==> src/hw/rtl/nsf_pkg.sv <==
`default_nettype none

package nsf_pkg;

    localparam int unsigned BUFFER_LIMIT = 128;

    localparam logic [7:0] CH_DOLLAR = 8'h24;
    localparam logic [7:0] CH_CR = 8'h0D;
    localparam logic [7:0] CH_STAR = 8'h2A;
    localparam logic [7:0] PREFIX_LEN = 8'd6;
    localparam logic [7:0] MIN_MAX_LENGTH = 8'd8;
    localparam logic [7:0] RESET_MAX_LENGTH = 8'd128;
    localparam logic [7:0] LIMIT_CAP = 8'(BUFFER_LIMIT > 255 ? 255 : BUFFER_LIMIT);

    localparam logic [1:0] TYPE_UNKNOWN = 2'd0;
    localparam logic [1:0] TYPE_GPGGA = 2'd1;
    localparam logic [1:0] TYPE_GNHDT = 2'd2;
    localparam logic [1:0] TYPE_GNZDA = 2'd3;

    typedef struct packed {
        logic [1:0] sentence_type;
        logic       checksum_ok;
        logic       overflow;
        logic [7:0] computed_sum;
        logic [7:0] received_sum;
        logic [7:0] sentence_length;
    } result_t;

    typedef struct packed {
        logic       is_hex;
        logic [3:0] value;
    } hex_digit_t;

    function automatic hex_digit_t hex_decode(input logic [7:0] c);
        hex_digit_t d;
        d.is_hex = 1'b1;
        d.value = 4'd0;
        if (c >= 8'h30 && c <= 8'h39)
        begin
            d.value = 4'(c - 8'h30);
        end
        else if (c >= 8'h41 && c <= 8'h46)
        begin
            d.value = 4'(c - 8'h37);
        end
        else if (c >= 8'h61 && c <= 8'h66)
        begin
            d.value = 4'(c - 8'h57);
        end
        else
        begin
            d.is_hex = 1'b0;
        end
        return d;
    endfunction

    // Expected character of each known prefix; row 0 is GPGGA, 1 GNHDT, 2 GNZDA.
    function automatic logic [7:0] prefix_char(input logic [1:0] k, input logic [2:0] p);
        logic [7:0] c;
        c = 8'h00;
        unique case ({k, p})
            5'b00_000, 5'b01_000, 5'b10_000: c = "$";
            5'b00_001, 5'b01_001, 5'b10_001: c = "G";
            5'b00_010:                       c = "P";
            5'b01_010, 5'b10_010:            c = "N";
            5'b00_011, 5'b00_100:            c = "G";
            5'b00_101, 5'b10_101:            c = "A";
            5'b01_011:                       c = "H";
            5'b01_100, 5'b10_100:            c = "D";
            5'b01_101:                       c = "T";
            5'b10_011:                       c = "Z";
            default:                         c = 8'h00;
        endcase
        return c;
    endfunction

endpackage

`default_nettype wire

==> src/hw/rtl/nsf_parser.sv <==
`default_nettype none

module nsf_parser (
    input  wire logic             clk,
    input  wire logic             rst_n,
    input  wire logic             cfg_wr_en,
    input  wire logic [7:0]       cfg_wr_data,
    input  wire logic             accept,
    input  wire logic [7:0]       rx_byte,
    output nsf_pkg::result_t      result,
    output logic                  result_valid
);

    logic [7:0] max_length_reg;
    logic       in_sentence_reg, in_sentence_next;
    logic [7:0] position_reg, position_next;
    logic [7:0] running_xor_reg, running_xor_next;
    logic       star_seen_reg, star_seen_next;
    logic [7:0] last_byte_reg, last_byte_next;
    logic [7:0] second_last_byte_reg, second_last_byte_next;
    logic [2:0] prefix_match_reg, prefix_match_next;

    logic [7:0] limit;
    nsf_pkg::hex_digit_t hi_digit;
    nsf_pkg::hex_digit_t lo_digit;
    logic [7:0] recv_sum;
    logic       sum_ok;
    logic [1:0] type_code;

    always_ff @(posedge clk or negedge rst_n)
    begin
        if (!rst_n)
        begin
            max_length_reg <= nsf_pkg::RESET_MAX_LENGTH;
        end
        else if (cfg_wr_en)
        begin
            max_length_reg <= cfg_wr_data;
        end
    end

    always_comb
    begin
        limit = max_length_reg;
        if (limit < nsf_pkg::MIN_MAX_LENGTH)
        begin
            limit = nsf_pkg::MIN_MAX_LENGTH;
        end
        if (limit > nsf_pkg::LIMIT_CAP)
        begin
            limit = nsf_pkg::LIMIT_CAP;
        end
    end

    assign hi_digit = nsf_pkg::hex_decode(second_last_byte_reg);
    assign lo_digit = nsf_pkg::hex_decode(last_byte_reg);
    assign recv_sum = (hi_digit.is_hex && lo_digit.is_hex) ?
                      {hi_digit.value, lo_digit.value} : 8'd0;
    assign sum_ok = hi_digit.is_hex && lo_digit.is_hex && (recv_sum == running_xor_reg);

    // When several prefixes still match, the highest type code wins.
    always_comb
    begin
        type_code = nsf_pkg::TYPE_UNKNOWN;
        if (sum_ok && position_reg >= nsf_pkg::PREFIX_LEN)
        begin
            priority if (prefix_match_reg[2])
            begin
                type_code = nsf_pkg::TYPE_GNZDA;
            end
            else if (prefix_match_reg[1])
            begin
                type_code = nsf_pkg::TYPE_GNHDT;
            end
            else if (prefix_match_reg[0])
            begin
                type_code = nsf_pkg::TYPE_GPGGA;
            end
            else
            begin
                type_code = nsf_pkg::TYPE_UNKNOWN;
            end
        end
    end

    always_comb
    begin
        in_sentence_next = in_sentence_reg;
        position_next = position_reg;
        running_xor_next = running_xor_reg;
        star_seen_next = star_seen_reg;
        last_byte_next = last_byte_reg;
        second_last_byte_next = second_last_byte_reg;
        prefix_match_next = prefix_match_reg;
        result_valid = 1'b0;
        result = '0;

        if (accept)
        begin
            priority if (rx_byte == nsf_pkg::CH_DOLLAR)
            begin
                in_sentence_next = 1'b1;
                position_next = 8'd1;
                running_xor_next = 8'd0;
                star_seen_next = 1'b0;
                prefix_match_next = 3'b111;
                second_last_byte_next = 8'd0;
                last_byte_next = rx_byte;
            end
            else if (!in_sentence_reg)
            begin
                in_sentence_next = 1'b0;
            end
            else if (position_reg >= limit)
            begin
                result_valid = 1'b1;
                result.overflow = 1'b1;
                result.sentence_length = position_reg;
                in_sentence_next = 1'b0;
            end
            else if (rx_byte == nsf_pkg::CH_CR)
            begin
                result_valid = 1'b1;
                result.sentence_type = type_code;
                result.checksum_ok = sum_ok;
                result.computed_sum = running_xor_reg;
                result.received_sum = recv_sum;
                result.sentence_length = position_reg;
                in_sentence_next = 1'b0;
            end
            else
            begin
                if (position_reg < nsf_pkg::PREFIX_LEN)
                begin
                    for (int k = 0; k < 3; k++)
                    begin
                        if (nsf_pkg::prefix_char(2'(k), position_reg[2:0]) != rx_byte)
                        begin
                            prefix_match_next[k] = 1'b0;
                        end
                    end
                end
                if (!star_seen_reg)
                begin
                    if (rx_byte == nsf_pkg::CH_STAR)
                    begin
                        star_seen_next = 1'b1;
                    end
                    else
                    begin
                        running_xor_next = running_xor_reg ^ rx_byte;
                    end
                end
                second_last_byte_next = last_byte_reg;
                last_byte_next = rx_byte;
                position_next = position_reg + 8'd1;
            end
        end
    end

    always_ff @(posedge clk or negedge rst_n)
    begin
        if (!rst_n)
        begin
            in_sentence_reg <= 1'b0;
            position_reg <= 8'd0;
            running_xor_reg <= 8'd0;
            star_seen_reg <= 1'b0;
            last_byte_reg <= 8'd0;
            second_last_byte_reg <= 8'd0;
            prefix_match_reg <= 3'b111;
        end
        else
        begin
            in_sentence_reg <= in_sentence_next;
            position_reg <= position_next;
            running_xor_reg <= running_xor_next;
            star_seen_reg <= star_seen_next;
            last_byte_reg <= last_byte_next;
            second_last_byte_reg <= second_last_byte_next;
            prefix_match_reg <= prefix_match_next;
        end
    end

endmodule

`default_nettype wire

==> src/hw/rtl/nsf_out_reg.sv <==
`default_nettype none

module nsf_out_reg (
    input  wire logic              clk,
    input  wire logic              rst_n,
    input  wire logic              load,
    input  wire nsf_pkg::result_t  load_data,
    input  wire logic              out_ready,
    output logic                   out_valid,
    output nsf_pkg::result_t       out_data,
    output logic                   in_ready
);

    logic             valid_reg, valid_next;
    nsf_pkg::result_t data_reg;

    // The slot is free when empty or when its transaction completes this cycle.
    assign in_ready = !valid_reg || out_ready;

    always_comb
    begin
        valid_next = valid_reg;
        if (out_ready)
        begin
            valid_next = 1'b0;
        end
        if (load)
        begin
            valid_next = 1'b1;
        end
    end

    always_ff @(posedge clk or negedge rst_n)
    begin
        if (!rst_n)
        begin
            valid_reg <= 1'b0;
        end
        else
        begin
            valid_reg <= valid_next;
        end
    end

    always_ff @(posedge clk)
    begin
        if (load)
        begin
            data_reg <= load_data;
        end
    end

    assign out_valid = valid_reg;
    assign out_data = data_reg;

endmodule

`default_nettype wire

==> src/hw/rtl/nmea_sentence_framer_top.sv <==
// NMEA sentence framer: takes one received byte per transaction and can accept a byte in
// every clock cycle. A byte is handled in the cycle it is accepted, and its result, if any,
// appears on the output in the next cycle from a single result register. s_tready drops only
// while that register holds a result that m_tready has not yet taken, so the throughput is
// one byte per cycle whenever the output side keeps up. A result is emitted on carriage
// return or when a sentence reaches the length limit (max_length, clamped to 8..128);
// cfg_wr_en writes max_length and should only be used while no result is pending.
`default_nettype none

module nmea_sentence_framer_top (
    input  wire logic        clk,
    input  wire logic        rst_n,
    input  wire logic        cfg_wr_en,
    input  wire logic [7:0]  cfg_wr_data,   // max_length
    input  wire logic        s_tvalid,
    output logic             s_tready,
    input  wire logic [7:0]  s_tdata,       // [7:0] rx_byte
    output logic             m_tvalid,
    input  wire logic        m_tready,
    output logic [31:0]      m_tdata,       // [0] checksum_ok, [8:1] computed_sum,
                                            // [16:9] received_sum, [24:17] sentence_length
    output logic [2:0]       m_tuser        // [1:0] sentence_type, [2] overflow
);

    logic             accept;
    logic             res_valid;
    nsf_pkg::result_t res;
    nsf_pkg::result_t out_res;

    assign accept = s_tvalid && s_tready;

    nsf_parser u_parser (
        .clk          (clk),
        .rst_n        (rst_n),
        .cfg_wr_en    (cfg_wr_en),
        .cfg_wr_data  (cfg_wr_data),
        .accept       (accept),
        .rx_byte      (s_tdata),
        .result       (res),
        .result_valid (res_valid)
    );

    nsf_out_reg u_out_reg (
        .clk       (clk),
        .rst_n     (rst_n),
        .load      (res_valid),
        .load_data (res),
        .out_ready (m_tready),
        .out_valid (m_tvalid),
        .out_data  (out_res),
        .in_ready  (s_tready)
    );

    assign m_tdata = {7'd0, out_res.sentence_length, out_res.received_sum,
                      out_res.computed_sum, out_res.checksum_ok};
    assign m_tuser = {out_res.overflow, out_res.sentence_type};

endmodule

`default_nettype wire

==> config.mk <==
export PLATFORM = sky130hd
export DESIGN_NAME = nmea_sentence_framer_top
export DESIGN_NICKNAME = d
export VERILOG_FILES = /design/src/hw/rtl/nsf_pkg.sv /design/src/hw/rtl/nsf_parser.sv /design/src/hw/rtl/nsf_out_reg.sv /design/src/hw/rtl/nmea_sentence_framer_top.sv
export SDC_FILE = /design/constraint.sdc
export NUM_CORES = 1
export LEC_CHECK = 0
export BUFFER_PORTS_ARGS = -buffer_cell sky130_fd_sc_hd__buf_2
export CORE_AREA = 2 2 87 89
export DETAILED_ROUTE_END_ITERATION = 16
export DIE_AREA = 0 0 89 91
export MAX_ROUTING_LAYER = met4
export PLACE_DENSITY = 0.84
export SYNTH_ARGS = -nofsm -noshare
export SYNTH_HDL_FRONTEND = slang
export SYNTH_SLANG_ARGS = --single-unit
==> constraint.sdc <==
create_clock -name clk -period 11.2 [get_ports clk]
set_input_delay 0.56 -clock clk [delete_from_list [all_inputs] [get_ports clk]]
set_output_delay 0.56 -clock clk [all_outputs]
set_load 0.01 [all_outputs]
# After elaboration in Yosys (flattened, before gate mapping)
# Index checks and enable logic that the tools add are counted.
# Widths: inputs -> output; s select.
totals:
  regBits: 74
  latchBits: 0
  mem_bits_rw: 0
  romBits: 0
  inputBits: 21
  out_inout_bits: 37
  word_cells: 175
  n_memories: 0
classes:
  addsub: 7
  n_mul: 0
  div: 0
  order_cmp: 17
  eq_ne: 16
  shifts: 0
  muxes: 85
  n_bitwise: 5
  reduce_logical: 28
ops:
  columns: ["operator", "count"]
  rows:
  - ["$mux 8", 41]
  - ["$pmux 7 s6", 2]
  - ["$ge 8x7->1 const B", 4]
  - ["$le 8x7->1 const B", 4]
  - ["$mux 1", 28]
  - ["$pmux 7 s4", 1]
  - ["$mux 4", 6]
  - ["$ne 8x8->1", 3]
  - ["$reduce_and 6->1", 4]
  - ["$eq 8x6->1 const B", 2]
  - ["$ge 8x6->1 const B", 2]
  - ["$le 8x6->1 const B", 2]
  - ["$sub 4x3->4 const B", 4]
  - ["$mux 3", 5]
  - ["$reduce_bool 2->1", 6]
  - ["$logic_and 1x1->1", 10]
  - ["$add 8x1->8 const B", 1]
  - ["$eq 8x4->1 const B", 1]
  - ["$eq 8x8->1", 1]
  - ["$ge 8x3->1 const B", 1]
  - ["$ge 8x8->1", 1]
  - ["$gt 8x8->1 const B", 1]
  - ["$lt 8x3->1 const B", 1]
  - ["$lt 8x4->1 const B", 1]
  - ["other kinds (16)", 26]

# Longest topological paths before layout
depth:
  ltp_word: 16
  mapped_depth: 11
  mapped_depth_nobuf: 10

# Modules after synthesis
# Synthesis repeated with hierarchy kept, for this count alone.
hier_totals:
  hier_cells: 427
  hier_area_um2: 4451.8
by_module_without_submodules:
  columns: ["mod", "n_inst", "cells_per_inst", "area_each_um2", "seq_area_each_um2"]
  rows:
  - ["nsf_parser", 1, 387, 3500.9, 1131.1]
  - ["nsf_out_reg", 1, 31, 888.4, 865.8]
  - ["nmea_sentence_framer_top", 1, 9, 62.6, 0.0]

# Worst setup path after synthesis
# No wires, ideal clock.
synth_timing:
  path_kind: "reg-to-reg"
  from: "register u_parser.max_length_reg[6]"
  to: "register u_out_reg.data_reg (netlist bit u_out_reg.out_data[0]) (enable)"
  setup_ns: 0.417
  t_arrival_ns: 3.392
  setup_slack_ns: 7.391
  path_stages_with_launch: 10
  path_buffers: 0
  period_less_slack_ns: 3.809
  path_cell_list: "dfrtp_1 > nor3_1 > a21oi_1 > and2_1 > ha_1 > nand2b_1 > a2111oi_0 > o31ai_1 > nor2_1 > nor2_1"
synth_between:
  elab_chain_cells: 9
synth_lines:
  columns: ["item", "line_no", "text"]
  rows:
  - ["start: declaration", "nsf_parser.sv:14", "logic [7:0] max_length_reg;"]
  - ["start signal: assignment", "nsf_parser.sv:34", "max_length_reg <= nsf_pkg::RESET_MAX_LENGTH;"]
  - ["start signal: assignment", "nsf_parser.sv:38", "max_length_reg <= cfg_wr_data;"]
  - ["$lt 8x4->1", "nsf_parser.sv:45", "if (limit < nsf_pkg::MIN_MAX_LENGTH)"]
  - ["$mux 8 (*)", "nsf_parser.sv:45", null]
  - ["$gt 8x8->1", "nsf_parser.sv:49", "if (limit > nsf_pkg::LIMIT_CAP)"]
  - ["$mux 8 (*)", "nsf_parser.sv:49", null]
  - ["$ge 8x8->1 (*)", "nsf_parser.sv:114", "else if (position_reg >= limit)"]
  - ["$mux 1 (*)", "nsf_parser.sv:114", null]
  - ["$mux 1 (*)", "nsf_parser.sv:110", "else if (!in_sentence_reg)"]
  - ["$mux 1 (*)", "nsf_parser.sv:100", "priority if (rx_byte == nsf_pkg::CH_DOLLAR)"]
  - ["$mux 1 (*)", "nsf_parser.sv:98", "if (accept)"]
  - ["net res_valid", "nmea_sentence_framer_top.sv:26", "logic res_valid;"]
  - ["end signal: assignment", "nsf_out_reg.sv:49", "data_reg <= load_data;"]
  - ["end: declaration", "nsf_out_reg.sv:15", "nsf_pkg::result_t data_reg;"]
# The timed path passes the listed nets; every way through them passes the cells marked *.
# A chain may end at the register's enable or synchronous reset.

# Worst setup path in the final report
layout_timing:
  from: "register u_parser.max_length_reg[6]"
  to: "register u_out_reg.data_reg (netlist bit u_out_reg.out_data[25]) (data pin)"
layout_between:
  elab_chain_cells: 6
layout_lines:
  columns: ["item", "line_no"]
  rows:
  - ["$lt 8x4->1", "nsf_parser.sv:45"]
  - ["$mux 8 (*)", "nsf_parser.sv:45"]
  - ["$gt 8x8->1", "nsf_parser.sv:49"]
  - ["$mux 8 (*)", "nsf_parser.sv:49"]
  - ["$ge 8x8->1 (*)", "nsf_parser.sv:114"]
  - ["$reduce_or 5->1 (no source line) (*)", null]
# Mark *: on every way between the ends. The rest lies on a longest branch, timed or not.

==> flow_metrics.env <==
export IMPL_irDropWorstVdd_mv=0.0751
export IMPL_finalSetupViolations=0
export IMPL_wl_met2_um=4200
export IMPL_largest_reg_flops=28
export IMPL_synth_avg_cell_area_um2=10.5
export IMPL_startpoint="u_parser.max_length_reg[6]"
export IMPL_report_final_slew_viol_count=0
export IMPL_multi_input_area_um2=2180
export IMPL_grt_first_pass_wirelength_um=15000
export IMPL_min_period_ns=3.48
export IMPL_clock_latency_ns=0.35
export IMPL_cp_end_kind="flip-flop"
export IMPL_wirelength_um=9270
export IMPL_hp_class="input port to asynchronous set/reset pin"
export IMPL_synthArstFlopShare_pct=62.2
export IMPL_cts_buffer_depth=2
export IMPL_leakage_nw=2.22
export IMPL_ys_ff_latch=74
export IMPL_met1Wirelength_um=4260
export IMPL_antenna_found_initial=0
export IMPL_synth_warning_count=0
export IMPL_worst_pin_slew_ns=1.12
export IMPL_fillers=571
export IMPL_wl_met3_um=680
export IMPL_port_buffer_count=50
export IMPL_routabilityCongestion=0.963
export IMPL_syn2layout_area_growth_pct=10.6
export IMPL_utilization_pct=67.6
export IMPL_post_cts_buffers=0
export IMPL_dp_hpwl_um=6510
export IMPL_place_inst=548
export IMPL_dieHeight_um=91
export IMPL_ant_nets=0
export IMPL_htreeDepth=3
export IMPL_cp_start_kind="flip-flop"
export IMPL_p_total_w=0.000911
export IMPL_drive_gt1_share_pct=20.4
export IMPL_root_buffer="clkbuf_8"
export IMPL_die_x_um=89
export IMPL_topRoutingLayerUsed="met4"
export IMPL_cts_clk_slew_worst_paths_ns=0.08
export IMPL_synth_cells=416
export IMPL_finalHoldViolCount=0
export IMPL_grt_max_degree=47
export IMPL_cts_buffers=9
export IMPL_outcome="finished, final reports clean"
export IMPL_fin_skew_ns=0.00803
export IMPL_fmax_mhz=287
export IMPL_final_cells=564
export IMPL_regArea_um2=2000
export IMPL_worst_setup_path_type="flip-flop to flip-flop"
export IMPL_fp_coreArea_um2=7140
export IMPL_post_drt_wl_per_cell_um=16.4
export IMPL_ctsResizeCount=0
export IMPL_rows=31
export IMPL_ys_seq_area_share_pct=45.8
export IMPL_synth_edf_count=28
export IMPL_cts_sinks=74
export IMPL_cp_max_fo=14
export IMPL_die_area_um2=8100
export IMPL_vias=3308
export IMPL_relSlewSlack_pct=24.8
export IMPL_initial_core_util_pct=61.1
export IMPL_setup_tns_ns=0
export IMPL_final_area_um2=4820
export IMPL_cts_tree="done"
export IMPL_placed_area_um2=4630
export IMPL_grt_ovfl_total=0
export IMPL_required_ns=11.35
export IMPL_worstReg2RegStart="u_parser.max_length_reg[6]"
export IMPL_track_usage_pct=24.6
export IMPL_ys_types=67
export IMPL_diodes=0
export IMPL_ys_flop_type="dfrtp_1"
export IMPL_min_period_over_period_pct=31.1
export IMPL_rsz0062_at_grt="no"
export IMPL_firstDrtPassIters=5
export IMPL_cap_violations=0
export IMPL_power_density_nw_per_um2=189
export IMPL_netlist_area_um2=4360
export IMPL_layout_nets=502
export IMPL_cts_hold_buf=0
export IMPL_ioPinCount=58
export IMPL_drcViolationCount=0
export IMPL_grt_pass1_vias=2991
export IMPL_drt_iter0_drc=271
export IMPL_cp_arrival_ns=3.63
export IMPL_routed_via_density=5.87
## cells by family (layout without fill, tap and decap cells)
group                    Yosys count  after routing  share of synthesized area (%)
AND/OR/NAND/NOR                  153            153                           19.7
flip-flops                        74             74                           45.8
AO/OA/AOI/OAI                     73             73                           11.8
buffers and inverters             42             85                           4.93
multiplexers                      27             27                           6.63
XOR/XNOR                          25             25                           5.02
adder cells (fa/ha/maj)           21             21                           6.02
other                              1              7                         0.0860
## synth_stat cells (3+ instances only)
master | n | area share [%]
dfrtp_1 | 42 | 24
nand2_1 | 35 | 3.0
nor2_1 | 34 | 2.9
edfxtp_1 | 28 | 19
ha_1 | 21 | 6.0
inv_1 | 17 | 1.5
xnor2_1 | 16 | 3.2
a21oi_1 | 15 | 1.7
and2_1 | 14 | 2.0
nor3_1 | 14 | 1.6
mux2_2 | 13 | 3.4
o21ai_0 | 13 | 1.5
mux2i_1 | 12 | 2.8
nand2b_1 | 12 | 1.7
a22o_1 | 10 | 2.0
nand3_1 | 9 | 1.0
xor2_1 | 9 | 1.8
clkbuf_1 | 8 | 0.69
buf_4 | 7 | 1.2
buf_2 | 6 | 0.69
a311oi_1 | 5 | 1.0
nor4_1 | 5 | 0.72
dfstp_2 | 4 | 2.4
a31oi_1 | 3 | 0.43
and3_1 | 3 | 0.43
buf_6 | 3 | 0.77
nand4_1 | 3 | 0.43
nor3b_1 | 3 | 0.52
o21bai_1 | 3 | 0.52
## worst max-delay path, cell delays in order (launching register included)
cell and delay (ns):
dfrtp_1 0.40, nor3_1 0.24, a21oi_1 0.14, and2_1 0.18, ha_1 0.26, nand2b_1 0.13
a2111oi_0 0.51, o31ai_2 0.32, nor3b_2 0.52, nand2_1 0.30, a311oi_1 0.29
## worst paths after layout
check / endpoint / slack (ns) / cells past startpoint
max reg2reg: u_out_reg.out_data[25] / 7.72 / 10
max in group asynchronous: u_parser.position_reg[5] / 10.19 / 1
min in group clk: u_parser.max_length_reg[3] / 0.42 / 3
min reg2reg: u_parser.prefix_match_reg[1] / 0.50 / 2
max: u_out_reg.out_data[25] / 7.72 / 10
min: u_parser.second_last_byte_reg[2] / 0.38 / 1
## metal layers
metal | global-route usage, % | vias to the layer above
met5 | - | -
met4 | 6.72 | 0
met3 | 6.27 | 14
met2 | 34.5 | 160
met1 | 35.9 | 1564
li1 | - | 1570
## layout by cell type (no fill, tap or decap), drive strengths merged, types with 3 or more instances in the layout
master / n
dfstp: 4
xnor2: 16
and2: 14
nand4: 3
a22o: 10
nor2: 36
buf: 52
o21ai: 14
nand2: 35
clkbuf: 10
a21oi: 16
o21bai: 3
nor4: 6
nand2b: 12
and3: 3
nor3b: 4
nand3: 9
clkinv: 5
a311oi: 5
nor4b: 4
dfrtp: 42
mux2: 15
edfxtp: 28
xor2: 9
nor3: 15
inv: 17
conb: 7
ha: 21
a31oi: 3
mux2i: 12
## power by group
part / internal (W) / total, W / switching [W]
Combinational: 0.000142 / 0.000302 / 0.000160
Sequential: 0.000330 / 0.000405 / 0.0000743
Clock: 0.000107 / 0.000204 / 0.0000973
## stage by stage
step                      hold slack (ns)  worst slack, ns
after CTS                           0.416             7.73
after global routing                0.432             7.35
after floorplan                     0.264             7.39
after detailed placement            0.489             7.80
after global placement              0.484             7.90
final                               0.381             7.72
## area by class of cell
cell class,instances,area share (%)
Inverter,17,1.32
Tap cell,99,2.57
Timing Repair Buffer,52,5.50
Multi-Input combinational cell,306,45.2
Clock inverter,6,1.17
Clock buffer,10,2.85
Sequential cell,74,41.4
No activity file was read; power rests on OpenSTA's default activity.
